[config.mk]
export PLATFORM = sky130hd
export DESIGN_NAME = csv_row_tokenizer
export DESIGN_NICKNAME = d
export VERILOG_FILES = /design/src/rtl/csv_tok_pkg.sv /design/src/rtl/csv_tok_parse.sv /design/src/rtl/csv_tok_outq.sv /design/src/rtl/csv_row_tokenizer.sv
export SDC_FILE = /design/constraint.sdc
export NUM_CORES = 1
export LEC_CHECK = 0
export ABC_CLOCK_PERIOD_IN_PS = 7100
export BUFFER_PORTS_ARGS = -buffer_cell sky130_fd_sc_hd__buf_2
export CAP_MARGIN = 20
export CORE_MARGIN = 1.5
export CORE_UTILIZATION = 54
export DETAILED_ROUTE_END_ITERATION = 16
export PLACE_DENSITY = 0.71
export SYNTH_ARGS = -nofsm -noshare
export SYNTH_HDL_FRONTEND = slang
export SYNTH_HIERARCHICAL = 1
export SYNTH_SLANG_ARGS = --single-unit
[constraint.sdc]
create_clock -name clk_i -period 7.1 [get_ports clk_i]
set_input_delay 0.355 -clock clk_i [delete_from_list [all_inputs] [get_ports clk_i]]
set_output_delay 0.355 -clock clk_i [all_outputs]
set_load 0.03 [all_outputs]
[src/rtl/csv_tok_pkg.sv]
// Shared types and constants for the CSV row tokenizer.
// No dependencies; used by csv_tok_parse, csv_tok_outq and csv_row_tokenizer.
`timescale 1ns / 1ps
`default_nettype none

package csv_tok_pkg;

  localparam int unsigned MaxRes = 3;

  typedef enum logic [1:0] {
    KIND_VALUE = 2'd0,
    KIND_FIELD = 2'd1,
    KIND_ROW   = 2'd2
  } kind_e;

  localparam logic [7:0] ChNul    = 8'h00;
  localparam logic [7:0] ChTab    = 8'h09;
  localparam logic [7:0] ChLf     = 8'h0A;
  localparam logic [7:0] ChCr     = 8'h0D;
  localparam logic [7:0] ChSpace  = 8'h20;
  localparam logic [7:0] ChDquote = 8'h22;
  localparam logic [7:0] ChSquote = 8'h27;
  localparam logic [7:0] ChBomEf  = 8'hEF;
  localparam logic [7:0] ChBomBb  = 8'hBB;
  localparam logic [7:0] ChBomBf  = 8'hBF;
  localparam logic [7:0] ChBomFe  = 8'hFE;
  localparam logic [7:0] ChBomFf  = 8'hFF;

  localparam logic [1:0] FmtNone  = 2'd0;
  localparam logic [1:0] FmtUtf8  = 2'd1;
  localparam logic [1:0] FmtU16Be = 2'd2;
  localparam logic [1:0] FmtU16Le = 2'd3;

  // Results caused by one input byte.
  typedef struct packed {
    logic [1:0]                cnt;
    logic [MaxRes-1:0][1:0]    kind;
    logic [MaxRes-1:0][7:0]    data;
    logic [1:0]                fmt;
  } grp_t;

endpackage

`default_nettype wire

[src/rtl/csv_tok_parse.sv]
// Parser state and per-byte transition logic of the CSV row tokenizer.
// Depends on csv_tok_pkg.
`timescale 1ns / 1ps
`default_nettype none

module csv_tok_parse (
  input  wire logic              clk_i,
  input  wire logic              rst_ni,
  input  wire logic              accept_i,
  input  wire logic [7:0]        in_byte_i,
  input  wire logic [7:0]        delimiter_i,
  output csv_tok_pkg::grp_t      grp_o
);

  typedef enum logic [2:0] {
    P_START  = 3'd0,
    P_SQUOTE = 3'd1,
    P_DQUOTE = 3'd2,
    P_PLAIN  = 3'd3,
    P_AFTER  = 3'd4,
    P_CR     = 3'd5,
    P_LF     = 3'd6,
    P_DQEND  = 3'd7
  } parse_e;

  typedef enum logic [2:0] {
    M_IDLE  = 3'd0,
    M_CHECK = 3'd1,
    M_EF    = 3'd2,
    M_EFBB  = 3'd3,
    M_FE    = 3'd4,
    M_FF    = 3'd5,
    M_SKIP  = 3'd6
  } mark_e;

  parse_e     parse_q, parse_d;
  mark_e      mark_q, mark_d;
  logic       rhf_q, rhf_d;
  logic [1:0] fmt_q, fmt_d;

  always_comb begin
    logic [7:0] c;
    logic [7:0] pair;
    logic       done;
    logic       skip;
    logic       eol;
    logic [1:0] n;
    logic [csv_tok_pkg::MaxRes-1:0][1:0] kind;
    logic [csv_tok_pkg::MaxRes-1:0][7:0] data;

    c       = in_byte_i;
    parse_d = parse_q;
    mark_d  = mark_q;
    rhf_d   = rhf_q;
    fmt_d   = fmt_q;
    done    = 1'b0;
    skip    = 1'b0;
    n       = 2'd0;
    kind    = '0;
    data    = '0;
    eol     = (c == csv_tok_pkg::ChCr) || (c == csv_tok_pkg::ChLf);
    pair    = (parse_q == P_CR) ? csv_tok_pkg::ChLf : csv_tok_pkg::ChCr;

    // Second byte of a CRLF / LFCR pair is swallowed.
    if (parse_q == P_CR || parse_q == P_LF) begin
      parse_d = P_START;
      mark_d  = M_CHECK;
      rhf_d   = 1'b0;
      if (c == csv_tok_pkg::ChNul || c == pair) done = 1'b1;
    end

    // End of data
    if (!done && c == csv_tok_pkg::ChNul) begin
      if (mark_d == M_IDLE) begin
        if ((parse_d == P_START && rhf_d) ||
            (parse_d != P_START && parse_d != P_AFTER)) begin
          kind[n] = csv_tok_pkg::KIND_FIELD;
          n = n + 2'd1;
        end
        kind[n] = csv_tok_pkg::KIND_ROW;
        n = n + 2'd1;
      end
      parse_d = P_START;
      mark_d  = M_CHECK;
      rhf_d   = 1'b0;
      done    = 1'b1;
    end

    // Byte order mark check
    if (!done) begin
      case (mark_d)
        M_CHECK: begin
          if (c == csv_tok_pkg::ChBomEf) begin
            mark_d = M_EF;
            done = 1'b1;
          end else if (c == csv_tok_pkg::ChBomFe) begin
            mark_d = M_FE;
            done = 1'b1;
          end else if (c == csv_tok_pkg::ChBomFf) begin
            mark_d = M_FF;
            done = 1'b1;
          end else begin
            mark_d = M_IDLE;
          end
        end
        M_EF: begin
          if (c == csv_tok_pkg::ChBomBb) begin
            mark_d = M_EFBB;
            done = 1'b1;
          end else begin
            skip = 1'b1;
          end
        end
        M_EFBB: begin
          if (c == csv_tok_pkg::ChBomBf) begin
            fmt_d = csv_tok_pkg::FmtUtf8;
            mark_d = M_IDLE;
            done = 1'b1;
          end else begin
            skip = 1'b1;
          end
        end
        M_FE: begin
          if (c == csv_tok_pkg::ChBomFf) begin
            fmt_d = csv_tok_pkg::FmtU16Be;
            mark_d = M_IDLE;
            done = 1'b1;
          end else begin
            skip = 1'b1;
          end
        end
        M_FF: begin
          if (c == csv_tok_pkg::ChBomFe) begin
            fmt_d = csv_tok_pkg::FmtU16Le;
            mark_d = M_IDLE;
            done = 1'b1;
          end else begin
            skip = 1'b1;
          end
        end
        M_SKIP: skip = 1'b1;
        default: mark_d = M_IDLE;
      endcase
      // Malformed mark: drop bytes up to the next double quote.
      if (!done && skip) begin
        if (c != csv_tok_pkg::ChDquote) begin
          mark_d = M_SKIP;
          done = 1'b1;
        end else begin
          mark_d = M_IDLE;
        end
      end
    end

    if (!done) begin
      case (parse_d)
        P_START: begin
          if (c == delimiter_i) begin
            kind[n] = csv_tok_pkg::KIND_FIELD;
            n = n + 2'd1;
            rhf_d = 1'b1;
          end else if (c == csv_tok_pkg::ChSpace || c == csv_tok_pkg::ChTab) begin
            parse_d = P_START;
          end else if (eol) begin
            if (rhf_d) begin
              kind[n] = csv_tok_pkg::KIND_FIELD;
              n = n + 2'd1;
            end
            kind[n] = csv_tok_pkg::KIND_ROW;
            n = n + 2'd1;
            parse_d = (c == csv_tok_pkg::ChCr) ? P_CR : P_LF;
            mark_d = M_IDLE;
            rhf_d = 1'b0;
          end else if (c == csv_tok_pkg::ChSquote) begin
            parse_d = P_SQUOTE;
          end else if (c == csv_tok_pkg::ChDquote) begin
            parse_d = P_DQUOTE;
          end else begin
            kind[n] = csv_tok_pkg::KIND_VALUE;
            data[n] = c;
            n = n + 2'd1;
            parse_d = P_PLAIN;
          end
        end
        P_SQUOTE: begin
          if (c == csv_tok_pkg::ChSquote) begin
            kind[n] = csv_tok_pkg::KIND_FIELD;
            n = n + 2'd1;
            rhf_d = 1'b1;
            parse_d = P_AFTER;
          end else begin
            kind[n] = csv_tok_pkg::KIND_VALUE;
            data[n] = c;
            n = n + 2'd1;
          end
        end
        P_DQUOTE: begin
          if (c == csv_tok_pkg::ChDquote) begin
            parse_d = P_DQEND;
          end else begin
            kind[n] = csv_tok_pkg::KIND_VALUE;
            data[n] = c;
            n = n + 2'd1;
          end
        end
        P_DQEND: begin
          if (c == delimiter_i) begin
            kind[n] = csv_tok_pkg::KIND_FIELD;
            n = n + 2'd1;
            rhf_d = 1'b1;
            parse_d = P_START;
          end else if (c == csv_tok_pkg::ChDquote) begin
            // doubled quote inside a quoted value
            kind[n] = csv_tok_pkg::KIND_VALUE;
            data[n] = csv_tok_pkg::ChDquote;
            n = n + 2'd1;
            parse_d = P_DQUOTE;
          end else if (eol) begin
            kind[n] = csv_tok_pkg::KIND_FIELD;
            n = n + 2'd1;
            kind[n] = csv_tok_pkg::KIND_ROW;
            n = n + 2'd1;
            parse_d = (c == csv_tok_pkg::ChCr) ? P_CR : P_LF;
            mark_d = M_IDLE;
            rhf_d = 1'b0;
          end else begin
            kind[n] = csv_tok_pkg::KIND_FIELD;
            n = n + 2'd1;
            rhf_d = 1'b1;
            parse_d = P_AFTER;
          end
        end
        P_AFTER: begin
          if (c == delimiter_i) begin
            parse_d = P_START;
          end else if (eol) begin
            kind[n] = csv_tok_pkg::KIND_ROW;
            n = n + 2'd1;
            parse_d = (c == csv_tok_pkg::ChCr) ? P_CR : P_LF;
            mark_d = M_IDLE;
            rhf_d = 1'b0;
          end
        end
        P_PLAIN: begin
          if (c == delimiter_i) begin
            kind[n] = csv_tok_pkg::KIND_FIELD;
            n = n + 2'd1;
            rhf_d = 1'b1;
            parse_d = P_START;
          end else if (eol) begin
            kind[n] = csv_tok_pkg::KIND_FIELD;
            n = n + 2'd1;
            kind[n] = csv_tok_pkg::KIND_ROW;
            n = n + 2'd1;
            parse_d = (c == csv_tok_pkg::ChCr) ? P_CR : P_LF;
            mark_d = M_IDLE;
            rhf_d = 1'b0;
          end else begin
            kind[n] = csv_tok_pkg::KIND_VALUE;
            data[n] = c;
            n = n + 2'd1;
          end
        end
        default: parse_d = P_START;
      endcase
    end

    grp_o.cnt  = n;
    grp_o.kind = kind;
    grp_o.data = data;
    grp_o.fmt  = fmt_d;
  end

  always_ff @(posedge clk_i or negedge rst_ni) begin
    if (!rst_ni) begin
      parse_q <= P_START;
      mark_q  <= M_CHECK;
      rhf_q   <= 1'b0;
      fmt_q   <= csv_tok_pkg::FmtNone;
    end else if (accept_i) begin
      parse_q <= parse_d;
      mark_q  <= mark_d;
      rhf_q   <= rhf_d;
      fmt_q   <= fmt_d;
    end
  end

endmodule

`default_nettype wire

[src/rtl/csv_tok_outq.sv]
// Result register of the CSV row tokenizer: holds the results of one byte
// and hands them out one per transaction. Depends on csv_tok_pkg.
`timescale 1ns / 1ps
`default_nettype none

module csv_tok_outq (
  input  wire logic              clk_i,
  input  wire logic              rst_ni,
  input  wire logic              load_i,
  input  wire csv_tok_pkg::grp_t grp_i,
  output logic                   free_o,
  output logic                   out_valid_o,
  input  wire logic              out_stall_i,
  output logic [1:0]             kind_o,
  output logic [7:0]             value_byte_o,
  output logic [1:0]             format_o,
  output logic                   last_o
);

  logic [1:0] rem_q, rem_d;
  logic [1:0] ptr_q, ptr_d;
  logic [csv_tok_pkg::MaxRes-1:0][1:0] kind_q;
  logic [csv_tok_pkg::MaxRes-1:0][7:0] data_q;
  logic [1:0] fmt_q;
  logic       pop;

  assign out_valid_o = (rem_q != 2'd0);
  assign pop         = out_valid_o && !out_stall_i;
  assign free_o      = (rem_q == 2'd0) || (rem_q == 2'd1 && pop);
  assign last_o      = (rem_q == 2'd1);
  assign kind_o      = kind_q[ptr_q];
  assign value_byte_o = data_q[ptr_q];
  assign format_o    = fmt_q;

  always_comb begin
    rem_d = rem_q;
    ptr_d = ptr_q;
    if (load_i) begin
      rem_d = grp_i.cnt;
      ptr_d = 2'd0;
    end else if (pop) begin
      rem_d = rem_q - 2'd1;
      ptr_d = ptr_q + 2'd1;
    end
  end

  always_ff @(posedge clk_i or negedge rst_ni) begin
    if (!rst_ni) begin
      rem_q <= 2'd0;
      ptr_q <= 2'd0;
    end else begin
      rem_q <= rem_d;
      ptr_q <= ptr_d;
    end
  end

  always_ff @(posedge clk_i) begin
    if (load_i) begin
      kind_q <= grp_i.kind;
      data_q <= grp_i.data;
      fmt_q  <= grp_i.fmt;
    end
  end

endmodule

`default_nettype wire

[src/rtl/csv_row_tokenizer.sv]
// Top level of the CSV row tokenizer: parser plus result register.
// Depends on csv_tok_pkg, csv_tok_parse and csv_tok_outq.
//
// Usage:
//   Input channel (in_valid_i / in_stall_o / in_byte_i) takes one text byte
//   per transaction; byte 0 marks end of data. Output channel (out_valid_o /
//   out_stall_i) gives one token per transaction: kind_o (value byte, end of
//   field, end of row), value_byte_o, format_o and last_o, which flags the
//   final token caused by an input byte. A byte may cause zero to two
//   tokens.
//   Latency: tokens of a byte appear the cycle after it is accepted.
//   Throughput: one byte per cycle while each byte gives at most one token
//   and the receiver does not stall; a byte giving more tokens holds the
//   result register until its last token leaves, the cycle the next byte
//   is taken. Bytes giving no token never wait once the register is free.
//   delimiter_we_i / delimiter_i load the field delimiter (reset: comma);
//   write it only while the block is idle.
//   Reset: parser at row start checking for a byte order mark, no format,
//   no pending tokens. A receiver stall holds the current token and stalls
//   the input side while any token is pending.
`timescale 1ns / 1ps
`default_nettype none

module csv_row_tokenizer (
  input  wire logic       clk_i,
  input  wire logic       rst_ni,
  input  wire logic       in_valid_i,
  output logic            in_stall_o,
  input  wire logic [7:0] in_byte_i,
  output logic            out_valid_o,
  input  wire logic       out_stall_i,
  output logic [1:0]      kind_o,
  output logic [7:0]      value_byte_o,
  output logic [1:0]      format_o,
  output logic            last_o,
  input  wire logic       delimiter_we_i,
  input  wire logic [7:0] delimiter_i
);

  logic [7:0]         delim_q;
  logic               free;
  logic               accept;
  csv_tok_pkg::grp_t  grp;

  assign in_stall_o = !free;
  assign accept     = in_valid_i && free;

  always_ff @(posedge clk_i or negedge rst_ni) begin
    if (!rst_ni) begin
      delim_q <= 8'd44;
    end else if (delimiter_we_i) begin
      delim_q <= delimiter_i;
    end
  end

  csv_tok_parse u_parse (
    .clk_i       (clk_i),
    .rst_ni      (rst_ni),
    .accept_i    (accept),
    .in_byte_i   (in_byte_i),
    .delimiter_i (delim_q),
    .grp_o       (grp)
  );

  csv_tok_outq u_outq (
    .clk_i        (clk_i),
    .rst_ni       (rst_ni),
    .load_i       (accept),
    .grp_i        (grp),
    .free_o       (free),
    .out_valid_o  (out_valid_o),
    .out_stall_i  (out_stall_i),
    .kind_o       (kind_o),
    .value_byte_o (value_byte_o),
    .format_o     (format_o),
    .last_o       (last_o)
  );

endmodule

`default_nettype wire
## Word level (Yosys, flattened, before mapping)

Index checks and enable logic that the tools add are counted.

- Bits in registers: 53
- Input bits: 21
- Output and inout port bits: 15
- Word-level logic and storage cells: 259

- Add/subtract/negate cells: 6
- Order comparisons: 9
- Eq/ne operators: 29
- Multiplexer cells: 153
- Bitwise logic cells: 18
- Reduce and logical (&&, ||, !) cells: 30

Operators by type and width:

| cell | number |
|---|---|
| $mux 24 | 9 |
| $mux 6 | 22 |
| $pmux 24 s5 | 1 |
| $mux 3 | 34 |
| $mux 2 | 36 |
| $eq 8x8->1 const B | 5 |
| $pmux 6 s6 | 1 |
| $mux 1 | 32 |
| $and 24x24->24 | 1 |
| $eq 8x4->1 const B | 3 |
| $eq 8x6->1 const B | 3 |
| $mux 22 | 1 |
| $eq 3x3->1 const B | 7 |
| $pmux 3 s6 | 1 |
| $bmux 8 s2 | 1 |
| $demux 2 s2 | 4 |
| $demux 8 s2 | 1 |
| $eq 8x8->1 | 2 |
| $mux 8 | 2 |
| $lt 2x3->1 const B | 5 |
| $not 3->3 | 5 |
| $pmux 1 s5 | 3 |
| $pmux 3 s5 | 1 |
| $and 3x3->3 | 4 |
| other kinds (26) | 61 |

## Logic depth before layout (Yosys ltp)

- Word-level depth: 30
- Mapped depth: 15
- Gate-level depth less buffers: 13

## Modules after synthesis

The synthesis kept the hierarchy.

Modules (own cells, without submodules):

| module | times used | cells each | area an instance (µm²) | sequential area each (µm²) |
|---|---|---|---|---|
| csv_tok_parse | 1 | 364 | 2543.7 | 226.5 |
| csv_tok_outq | 1 | 83 | 1417.6 | 1061.0 |
| csv_row_tokenizer | 1 | 19 | 345.3 | 203.9 |

## Worst setup path after synthesis

No wires, ideal clock.

- Path type: input port to flip-flop
- Start point: in in_byte_i[0]
- End point: reg u_outq.rem_q[1]
- Library setup time: 104 ps
- Arrival: 3367 ps
- Data required time: 6996 ps
- Setup slack: 3629 ps
- Stages: 15
- Path buffers: 2
- Cell sequence: clkbuf_1 > nor4_1 > and2_1 > buf_2 > nand3_1 > or2_2 > ha_1 > o21ai_0 > ha_1 > nor2_1 > o211ai_1 > a32o_1 > a31oi_1 > nand2_1 > o311ai_1

RTL lines:

| item | RTL line | text |
|---|---|---|
| start, declared | csv_row_tokenizer.sv:29 | `input wire logic [7:0] in_byte_i,` |
| end signal, assigned | csv_tok_outq.sv:52 | `rem_q <= rem_d;` |
| end, declared | csv_tok_outq.sv:20 | `logic [1:0] rem_q, rem_d;` |

==> results.json <==
{
  "end_kind": "flop",
  "seq_area_um2": 1490,
  "start_util_pct": 55.7,
  "dpl.cell_count": 563,
  "synth_top_family_by_area": "simple AND/OR/NAND/NOR gates",
  "clockRootBuffer": "clkbuf_8",
  "setup_tns_ns": 0,
  "postRouteAntennaNets": 0,
  "yosys.area_share.simple_pct": 27.4,
  "vias": 3805,
  "max_freq_ghz": 0.259,
  "drt-initial-drc-count": 321,
  "muxShareOfSynthArea_pct": 6.10,
  "leakage_nw": 1.61,
  "yosys_warnings": 6,
  "critical_path_class": "reg -> reg",
  "wl_per_cell_um": 18.9,
  "multi_input_area_um2": 2530,
  "tritoncts": "done",
  "critical_path.top_delay_family": "simple AND/OR/NAND/NOR gates",
  "timing.rr.start": "u_parse/parse_q[1]",
  "hold_path_class": "in -> async",
  "post-place-ws_ns": 3.04,
  "utilization_pct": 58.2,
  "worstMarginPinSlew_ns": 0.975,
  "reg2reg_slack_ns": 3.23,
  "p_int_mw": 0.808,
  "power_frac_comb_pct": 54.9,
  "fp.dieW_um": 92.3,
  "grt_pass1_wl_um": 18100,
  "grt_use_total_pct": 26.7,
  "fin_skew_ns": 0.0128,
  "synth_top_cell_by_area": "edfxtp_1",
  "cp-start-kind": "flop",
  "synthAdderAreaFrac_pct": 3.20,
  "final_hold_viol_count": 0,
  "synth_top_area_share_pct": 22.3,
  "synth_seq_area_share_pct": 34.6,
  "cp_num_buf_inv": 1,
  "grt_remaining_overflow": 0,
  "slowest_stage": "nand2_1",
  "path_clk_slew_ns": 0.11,
  "synth_xor_area_share_pct": 2.03,
  "power.density_nw_per_um2": 360,
  "ys.flop_type": "edfxtp_1",
  "clock_sinks": 53,
  "max_slew_margin_pct": 34.8,
  "synthToLayoutAreaGrowth_pct": 4.39,
  "ios": 36,
  "slew_viol_final": 0,
  "synth-async-reset-ratio_pct": 39.6,
  "switching_share_pct": 50.1,
  "htreeDepth": 2,
  "layout_setup_ws_ns": 3.23,
  "dr.pass1.iters": 5,
  "synth_nets": 498,
  "routed_wl_um": 10800,
  "antennaDiodeCount": 0,
  "ys_ff_latch": 53,
  "p_switching_mw": 0.812,
  "synth_common_cells": "nand2_1, edfxtp_1, clkbuf_1",
  "gp_congestion": 0.960,
  "synth.avg_cell_area_um2": 9.24,
  "cp_data_arrival_time_ns": 4.07,
  "crit_fanout": 24,
  "cts_resized": 0,
  "viasPerCell": 6.66,
  "num-fill-cells": 667,
  "setup_viol_count_final": 0,
  "synth_most_common_cell": "nand2_1",
  "nets": 500,
  "syn_inst": 466,
  "rr_endpoint": "u_outq/rem_q[0]",
  "ir_drop_mv": 0.166,
  "die_area_um2": 8520,
  "min_period_ns": 3.87,
  "finalCritPeriodShare_pct": 54.5,
  "post_cts_buffers": 0,
  "dpl.hpwl_um": 7720,
  "insertion_delay_ns": 0.32,
  "grt_max_degree": 57,
  "netlist_area_um2": 4310,
  "core-area_um2": 7730,
  "die_h_um": 92.3,
  "drive_above_1_share_pct": 19.0,
  "ys_types": 74,
  "io_buffer_count": 35,
  "pwr-share-seq_pct": 33.9,
  "cpMostUsedCell": "nand2_1",
  "crit_required_ns": 7.30,
  "grt_pass1_vias": 3557,
  "rr_worst_depth": 8,
  "cts_hold_buf": 0,
  "synth-edff-count": 32,
  "synth-compound-area-share_pct": 20.1,
  "grt_antenna_before_repair": 0,
  "status": "complete, no violations",
  "synthTopCellsByArea": "edfxtp_1, dfrtp_1, nand2_1, nor3_2, ha_1",
  "cts_inserted_buffers": 5,
  "rsz0062_at_grt": "false",
  "cts_buffer_depth": 2,
  "worstPathCellList": "xor2_1, a22oi_1, buf_4, nand4_1, nand2_1, o21ai_0, nand2_1, o211ai_1",
  "total_power_mw": 1.62,
  "clkPwrFrac_pct": 11.2,
  "drv_cap": 0,
  "fp-row-count": 32,
  "drc": 0,
  "fin_cells": 571,
  "critical-path-max-stage-delay_ns": 0.97
}
==> placed cells by master, fill, tap and decap left out, types with 14 or more instances in the layout <==
cell / instances
edfxtp_1: 32
nand2b_1: 16
dfrtp_1: 17
inv_1: 16
nand4_1: 16
nor2_1: 16
nor3_2: 14
nor3_1: 17
nand2_1: 41
a21oi_1: 17
buf_2: 35
==> power groups by stage <==
stage | sequential, mW | combinational [mW] | clock, mW
2_1_floorplan | 0.479 | 0.791 | 0
3_3_place_gp | 0.553 | 0.872 | 0
3_5_place_dp | 0.555 | 0.876 | 0
4_1_cts | 0.547 | 0.879 | 0.188
5_1_grt | 0.567 | 0.969 | 0.198
6_report | 0.550 | 0.889 | 0.181
==> kinds of logic after synthesis <==
logic type,after synthesis
flip-flops,53
buffers and inverters,58
AO/OA/AOI/OAI,115
XOR/XNOR,10
multiplexers,22
adder cells (fa/ha/maj),11
AND/OR/NAND/NOR,197
==> final cells by class <==
| cell class | count | share of cell area (%) |
|---|---|---|
| clock inverter | 3 | 0.557 |
| inverter | 16 | 1.34 |
| tap | 102 | 2.84 |
| timing repair buffer | 37 | 4.23 |
| clock buffer | 5 | 1.53 |
| sequential | 53 | 33.2 |
| multi-input combinational | 355 | 56.3 |
==> layer usage <==
metal	up-vias	share of wire, %	global-route usage, %
met3	31	7.0	4.35
met4	0	2.8	10.4
met2	190	46	40.4
met5	-	0	0
met1	1805	44	38.0
li1	1779	-	-
==> per-stage QoR <==
stage                     hold slack (ns)  area (um2)
after global placement              0.373        4400
after floorplan                    0.0594        4310
after detailed placement            0.376        4400
final                              0.0138        4500
after global routing               0.0373        4500
after CTS                          0.0225        4500
==> state kept, by name, indices dropped and copies added, names as in the netlist <==
name / flops
u_parse/mark_q: 3
u_outq/rem_q: 2
u_parse/parse_q: 3
u_parse/rhf_q: 1
u_outq/ptr_q: 2
u_parse/fmt_q: 2
u_outq/format_o: 2
u_outq/data_q: 24
u_outq/kind_q: 6
delim_q: 8
==> worst register-to-register path, delay by kind of cell, from the launching register on <==
family / cells / cell delay (ns)
AND/OR/NAND/NOR: 3 / 1.59
AO/OA/AOI/OAI: 3 / 0.85
buffers and inverters: 1 / 0.29
XOR/XNOR: 1 / 0.18
flip-flops: 1 / 0.84
==> worst max path at each step <==
stage	startpoint	to	slack, ns	cells after the start
floorplan	in_byte_i[0]	u_outq/rem_q[1]	3.63	15
global placement	in_byte_i[4]	u_outq/rem_q[1]	3.21	14
detailed placement	in_byte_i[1]	u_outq/rem_q[1]	3.04	14
CTS	u_parse/parse_q[1]	u_outq/rem_q[0]	3.33	8
global route	u_parse/parse_q[1]	u_outq/rem_q[0]	2.88	8
finish	u_parse/parse_q[1]	u_outq/rem_q[0]	3.23	8
No activity file was read; power rests on OpenSTA's default activity.
